File: src/rtl/vma_pkg.sv
// Shared types and constants for the velocity moment accumulator.
// No dependencies.
`default_nettype none

package vma_pkg;

    localparam int MAX_PARTICLES = 65536;
    localparam int FRAC_BITS     = 16;
    localparam int VEL_WIDTH     = 24;

    localparam int W_COUNT  = 17;
    localparam int W_FIRST  = 40;
    localparam int W_SECOND = 47;
    localparam int W_THIRD  = 56;
    localparam int W_TOTAL  = 48;

    // square of a component, floored: nonnegative, top value 2^(SQ_W-1)
    localparam int SQ_PROD_W   = 2 * VEL_WIDTH;
    localparam int SQ_W        = SQ_PROD_W - 1 - FRAC_BITS;
    localparam int SPD_W       = SQ_W + 1;
    localparam int FLUX_PROD_W = VEL_WIDTH + SPD_W + 1;
    localparam int FLUX_W      = FLUX_PROD_W - FRAC_BITS;

    localparam logic [W_COUNT-1:0] COUNT_MAX = W_COUNT'(MAX_PARTICLES);

    typedef struct packed {
        logic signed [VEL_WIDTH-1:0] vel_x;
        logic signed [VEL_WIDTH-1:0] vel_y;
        logic signed [VEL_WIDTH-1:0] vel_z;
        logic                        no_particle;
        logic                        last;
    } vma_item_t;

    typedef struct packed {
        logic        [W_COUNT-1:0]  particle_count;
        logic signed [W_FIRST-1:0]  sum_vx;
        logic signed [W_FIRST-1:0]  sum_vy;
        logic signed [W_FIRST-1:0]  sum_vz;
        logic        [W_SECOND-1:0] sum_sq_x;
        logic        [W_SECOND-1:0] sum_sq_y;
        logic        [W_SECOND-1:0] sum_sq_z;
        logic signed [W_THIRD-1:0]  sum_flux_x;
        logic signed [W_THIRD-1:0]  sum_flux_y;
        logic signed [W_THIRD-1:0]  sum_flux_z;
        logic        [W_TOTAL-1:0]  sum_sq_total;
        logic                       overflow;
    } vma_result_t;

    typedef struct packed {
        logic load;
        logic square;
        logic speed;
        logic flux;
        logic accum;
        logic emit;
    } vma_cmd_t;

    typedef struct packed {
        logic last;
        logic out_free;
    } vma_status_t;

endpackage

`default_nettype wire

File: src/rtl/vma_ctrl.sv
// Sequencer for the velocity moment accumulator.
// Depends on vma_pkg; drives vma_datapath through vma_cmd_t.
`default_nettype none

module vma_ctrl
    import vma_pkg::*;
(
    input  wire logic        clk,
    input  wire logic        rst_n,
    input  wire logic        item_valid,
    input  wire logic        item_no_particle,
    input  wire logic        item_last,
    input  wire vma_status_t status,
    output logic             item_stall,
    output vma_cmd_t         cmd
);

    typedef enum logic [5:0] {
        S_IDLE  = 6'b000001,
        S_SQ    = 6'b000010,
        S_SPEED = 6'b000100,
        S_FLUX  = 6'b001000,
        S_ACC   = 6'b010000,
        S_EMIT  = 6'b100000
    } vma_state_t;

    vma_state_t state_reg;
    vma_state_t state_next;
    logic       accept;

    assign item_stall = (state_reg != S_IDLE);
    assign accept     = item_valid && (state_reg == S_IDLE);

    always_comb
    begin
        state_next = state_reg;
        cmd        = '0;
        case (state_reg)
            S_IDLE:
            begin
                if (accept)
                begin
                    cmd.load = 1'b1;
                    if (!item_no_particle)
                        state_next = S_SQ;
                    else if (item_last)
                        state_next = S_EMIT;
                end
            end
            S_SQ:
            begin
                cmd.square = 1'b1;
                state_next = S_SPEED;
            end
            S_SPEED:
            begin
                cmd.speed  = 1'b1;
                state_next = S_FLUX;
            end
            S_FLUX:
            begin
                cmd.flux   = 1'b1;
                state_next = S_ACC;
            end
            S_ACC:
            begin
                cmd.accum  = 1'b1;
                state_next = status.last ? S_EMIT : S_IDLE;
            end
            S_EMIT:
            begin
                if (status.out_free)
                begin
                    cmd.emit   = 1'b1;
                    state_next = S_IDLE;
                end
            end
            default:
            begin
                state_next = S_IDLE;
            end
        endcase
    end

    always_ff @(posedge clk or negedge rst_n)
    begin
        if (!rst_n)
            state_reg <= S_IDLE;
        else
            state_reg <= state_next;
    end

endmodule

`default_nettype wire

File: config.mk
export PLATFORM = sky130hd
export DESIGN_NAME = vma_ctrl
export DESIGN_NICKNAME = d
export VERILOG_FILES = /design/src/rtl/vma_pkg.sv /design/src/rtl/vma_ctrl.sv
export SDC_FILE = /design/constraint.sdc
export NUM_CORES = 1
export LEC_CHECK = 0
export ABC_AREA = 1
export BUFFER_PORTS_ARGS = -buffer_cell sky130_fd_sc_hd__buf_2
export CAP_MARGIN = 0
export CORE_AREA = 10 10 47 49
export DETAILED_ROUTE_END_ITERATION = 7
export DIE_AREA = 0 0 57 59
export SLEW_MARGIN = 25
export SYNTH_ARGS = -nofsm -noshare
export SYNTH_HDL_FRONTEND = slang
export SYNTH_SLANG_ARGS = --single-unit
File: constraint.sdc
create_clock -name clk -period 1.38 [get_ports clk]
set_input_delay 0.276 -clock clk [delete_from_list [all_inputs] [get_ports clk]]
set_output_delay 0.276 -clock clk [all_outputs]
set_load 0.02 [all_outputs]
Word level (Yosys, flattened, before mapping):

Index checks and enable logic that the tools add are counted.

* flip-flop bits (word level): 6
* output and inout bits: 7
* logic and storage cells: 27
* input bits: 7

* eq/ne operators: 10
* muxes and demuxes: 14
* reductions and logical operators: 2

Operators by type and width (number)
* one-hot mux 6 bit (6 select lines): 1
* two-way mux 6 bit: 5
* two-way mux 1 bit: 8
* equality test 6 x 1 -> 1 bit (second input constant): 1
* equality test 6 x 2 -> 1 bit (second input constant): 1
* equality test 6 x 3 -> 1 bit (second input constant): 1
* equality test 6 x 4 -> 1 bit (second input constant): 1
* equality test 6 x 5 -> 1 bit (second input constant): 1
* equality test 6 bit (second input constant): 1
* inequality test 6 x 1 -> 1 bit (second input constant): 1
* inequality test 2 bit (second input constant): 2
* inequality test 3 bit (second input constant): 1
* AND reduction 3 bit: 1
* logical AND 1 bit: 1

Longest topological paths before layout:

* depth in word-level cells: 4
* gate-level depth with buffers: 8
* mapped depth without buffers: 8

Least setup slack after synthesis:

Ideal clock, no wire load.

* kind: register to output
* start point: register state_reg[0]
* end point: output cmd[5] (netlist name)
* buffers on the path: 0
* data arrival time: 1154 ps
* required time: 1104 ps
* stages on the path, launching flop included: 5
* setup slack: -50 ps
* cells stage by stage: dfstp_2 > inv_1 > nor2_4 > nand3_4 > nor2_1

RTL lines
* from (decl): line vma_ctrl.sv:27 `vma_state_t state_reg;`
* from (signal assigned): line vma_ctrl.sv:90 `state_reg <= state_next;`
* to (decl): line vma_ctrl.sv:15 `output vma_cmd_t cmd`

==> flow_summary.ini <==
[detailed_routing]
post-route-drc-count = 0
detailedRoute.firstIterationViolations = 4
ant_nets = 0
wl_per_cell_um = 11.33
vias_per_cell = 4.510
wirelength_mm = 1.110
routed-via-count = 442
drtPass1Iterations = 4

[cts]
cts_root_buffer = clkbuf_4
tritoncts.num_buffers = 3
tritoncts = built
clk_latency_ns = 0.26
clk_path_buf_depth = 2
clkSinkCount = 6
worst_setup_hold_path_clk_slew_ns = 0.06
cts_h_tree_depth = 1

[min_path]
timing.hold.worst.class = in -> reg

[setup_path]
critical_path_s_slowest_cell = dfstp_2
worstSetupEndpointType = output pin
worst_ep_required_time_ns = 1.10
critical-path-max-stage-delay_ns = 0.58
crit_path_start_kind = flip-flop
maximum_net_fanout_on_the_critical_path = 4
arrival_ns = 1.33
worstPathCellList = inv_2 -> nor2_4 -> nand3_4 -> nor2_4 -> buf_6
critPathLaunch = state_reg[0]
r2r.worst_path.cells = 7
timing.rr.start = state_reg[0]
worstSetupPathType = reg -> out
reg2reg_to = state_reg[0]
critical_path.endpoint = cmd[5]
worst_path_most_repeated_cell = nor2_4
ff2ff_setup_slack_ns = -0.04

[cells_and_area]
fillers = 146
largest_reg_flops = 6
seqCellArea_um2 = 151.4
multiInputGateArea_um2 = 267.8
num_antenna_cells = 0
num-nets-final = 90
final_core_utilization = 0.4991
area_growth_syn_to_layout_pct = 65.38
layout-drive-gt1-share = 0.5488

[sta]
finalClockSkew_ns = 0.006488
min_period_ns = 1.605
post-route-period-util = 1.163
rsz0062_at_grt = true
worstMarginPinSlew_ns = 0.1844
max_clock_freq_ghz = 0.6231
setup_violations = 9
number_of_max_slew_violations_in_the_final_report = 0
final.setup.worst_slack_ns = -0.2248
timing.final.hold_violations = 0
timing.max_slew.rel_slack = 0.8766
final.hold.worst_slack_ns = 0.1877

[status]
violations_in_the_final_reports = setup timing
result_of_the_run = complete, but fails checks

[global_route]
antenna_violations_before_repair = 0
grt_pass1_vias = 419
grt_pass1_wl_mm = 1.787
pin_count_of_the_biggest_net_entering_global_routing = 7
global_route.usage.total = 0.06502
grt_remaining_overflow = 0

[yosys]
ys_types = 17
netlist_top_cells_area = dfrtp_1, inv_1, nor2_1, nand2_1, nor2_4
synth_cells = 56
parity_gate_share_of_the_synthesized_area_counting_xor_and_xnor_cells = 0
top_cells_by_instance_count_after_synthesis = inv_1, nor2_1, nand2_1, dfrtp_1
post_synth_and_or_nand_nor_area_fraction = 0.4734
synthesis.nets = 63
number_of_synthesized_flops_with_an_enable_pin = 0
synth_flop_cell = dfrtp_1
adder_cell_fraction_of_synth_area = 0
synthMuxAreaShare = 0
ys_seq_area_frac = 0.3580
postSynthRegisterBits = 6
syn_avg_cell_area_um2 = 7.552
synth-compound-area-share = 0.05325
post-synth-top-count-cell = inv_1
async_flop_share = 1.000
ys.warnings.count = 0
synth_area_leader_cell = dfrtp_1
synth_top_family_by_area = simple AND/OR/NAND/NOR gates
netlist.area_leader.share = 0.2959
mapped_cell_area_um2 = 422.9

[power_and_ir_drop]
static-leakage-power_nw = 0.3712
power_density_nw_per_um2 = 1692
ir_worst_vdd_mv = 0.7140
power_mw = 1.184

[die]
chipWidth_um = 57
initial_utilization = 0.3018
floorplan.die.height_um = 59
core.rowCount = 14
die_area_um2 = 3363
design.portCount = 14
core-area_um2 = 1401

[placed_design]
hpwl_um = 848.6
place.port_buffers = 13
place.gp.congestion = 0.8102

[flow_run]
drv_cap = 0
[final cells by class]
| cell class | count | share of cell area |
|---|---|---|
| clock buffer | 4 | 0.03757 |
| sequential | 6 | 0.2165 |
| inverter | 13 | 0.06977 |
| multi-input combinational | 37 | 0.3828 |
| timing repair buffer | 22 | 0.2648 |
| tap | 16 | 0.02862 |
[cells by family (layout without fill, tap and decap cells)]
group / after synthesis / in the layout
flip-flops: 6 / 6
buffers and inverters: 13 / 39
AND/OR/NAND/NOR: 33 / 33
AO/OA/AOI/OAI: 4 / 4
[repair_timing]
action,in CTS,in global routing
setup buffers,4,2
endpoints found under the hold margin,5,0
pin swaps,4,4
hold buffers,1,0
gates resized for setup,7,18
endpoints found under the setup margin,7,9
[cells in the final DEF, fill, tap and decap left out]
cell type / n
nor2_4: 6
dfstp_2: 1
dfrtp_1: 5
nand3_1: 1
nor2_1: 6
clkbuf_1: 1
buf_12: 1
nor3_1: 1
nand2_2: 1
buf_2: 7
nand3_2: 3
nand3_4: 2
and2_4: 1
o21ai_0: 3
inv_1: 9
inv_2: 4
buf_6: 6
buf_4: 7
dlygate4sd3_1: 1
nand2_1: 8
nor3_4: 1
o21bai_1: 1
nand4_1: 1
clkbuf_4: 3
nor2_2: 2
[critical path, delay by kind of cell, from the launching register on]
kind	cells	cell delay, ns
buf+inv	2	0.18
flops	1	0.58
simple gates	3	0.32
[stage by stage]
stage	setup slack [ns]	TNS, ns	area [um^2]	instances
after global placement	0.03563	0	525.5	87
after floorplan	0.03596	0	425.4	56
after CTS	-0.2078	-1.185	625.6	96
final	-0.2248	-1.055	699.4	98
after detailed placement	0.01068	0	525.5	87
after global routing	-0.2761	-1.720	699.4	98
[report_power, final]
group	switching (mW)	internal, mW
logic	0.384	0.319
registers	0.0544	0.228
clock network	0.0876	0.111
total	0.526	0.658
[how the worst min path moves through the flow]
stage                          start           end  slack [ns]  depth (start not counted)
finish              item_no_particle  state_reg[1]        0.19                          2
global route        item_no_particle  state_reg[1]        0.20                          2
CTS                 item_no_particle  state_reg[1]        0.19                          2
detailed placement             rst_n  state_reg[1]        0.11                          1
global placement               rst_n  state_reg[1]        0.11                          1
floorplan                      rst_n  state_reg[1]       -0.02                          0
[per-layer routing]
metal / vias up / track usage / part of all wire
met2: 13 / 0.1101 / 0.51
li1: 223 / - / -
met4: 0 / 0.02013 / 0.023
met1: 202 / 0.06228 / 0.37
met3: 4 / 0.04506 / 0.097
met5: - / 0 / 0
Note: power is estimated with default switching activity, not from simulation.
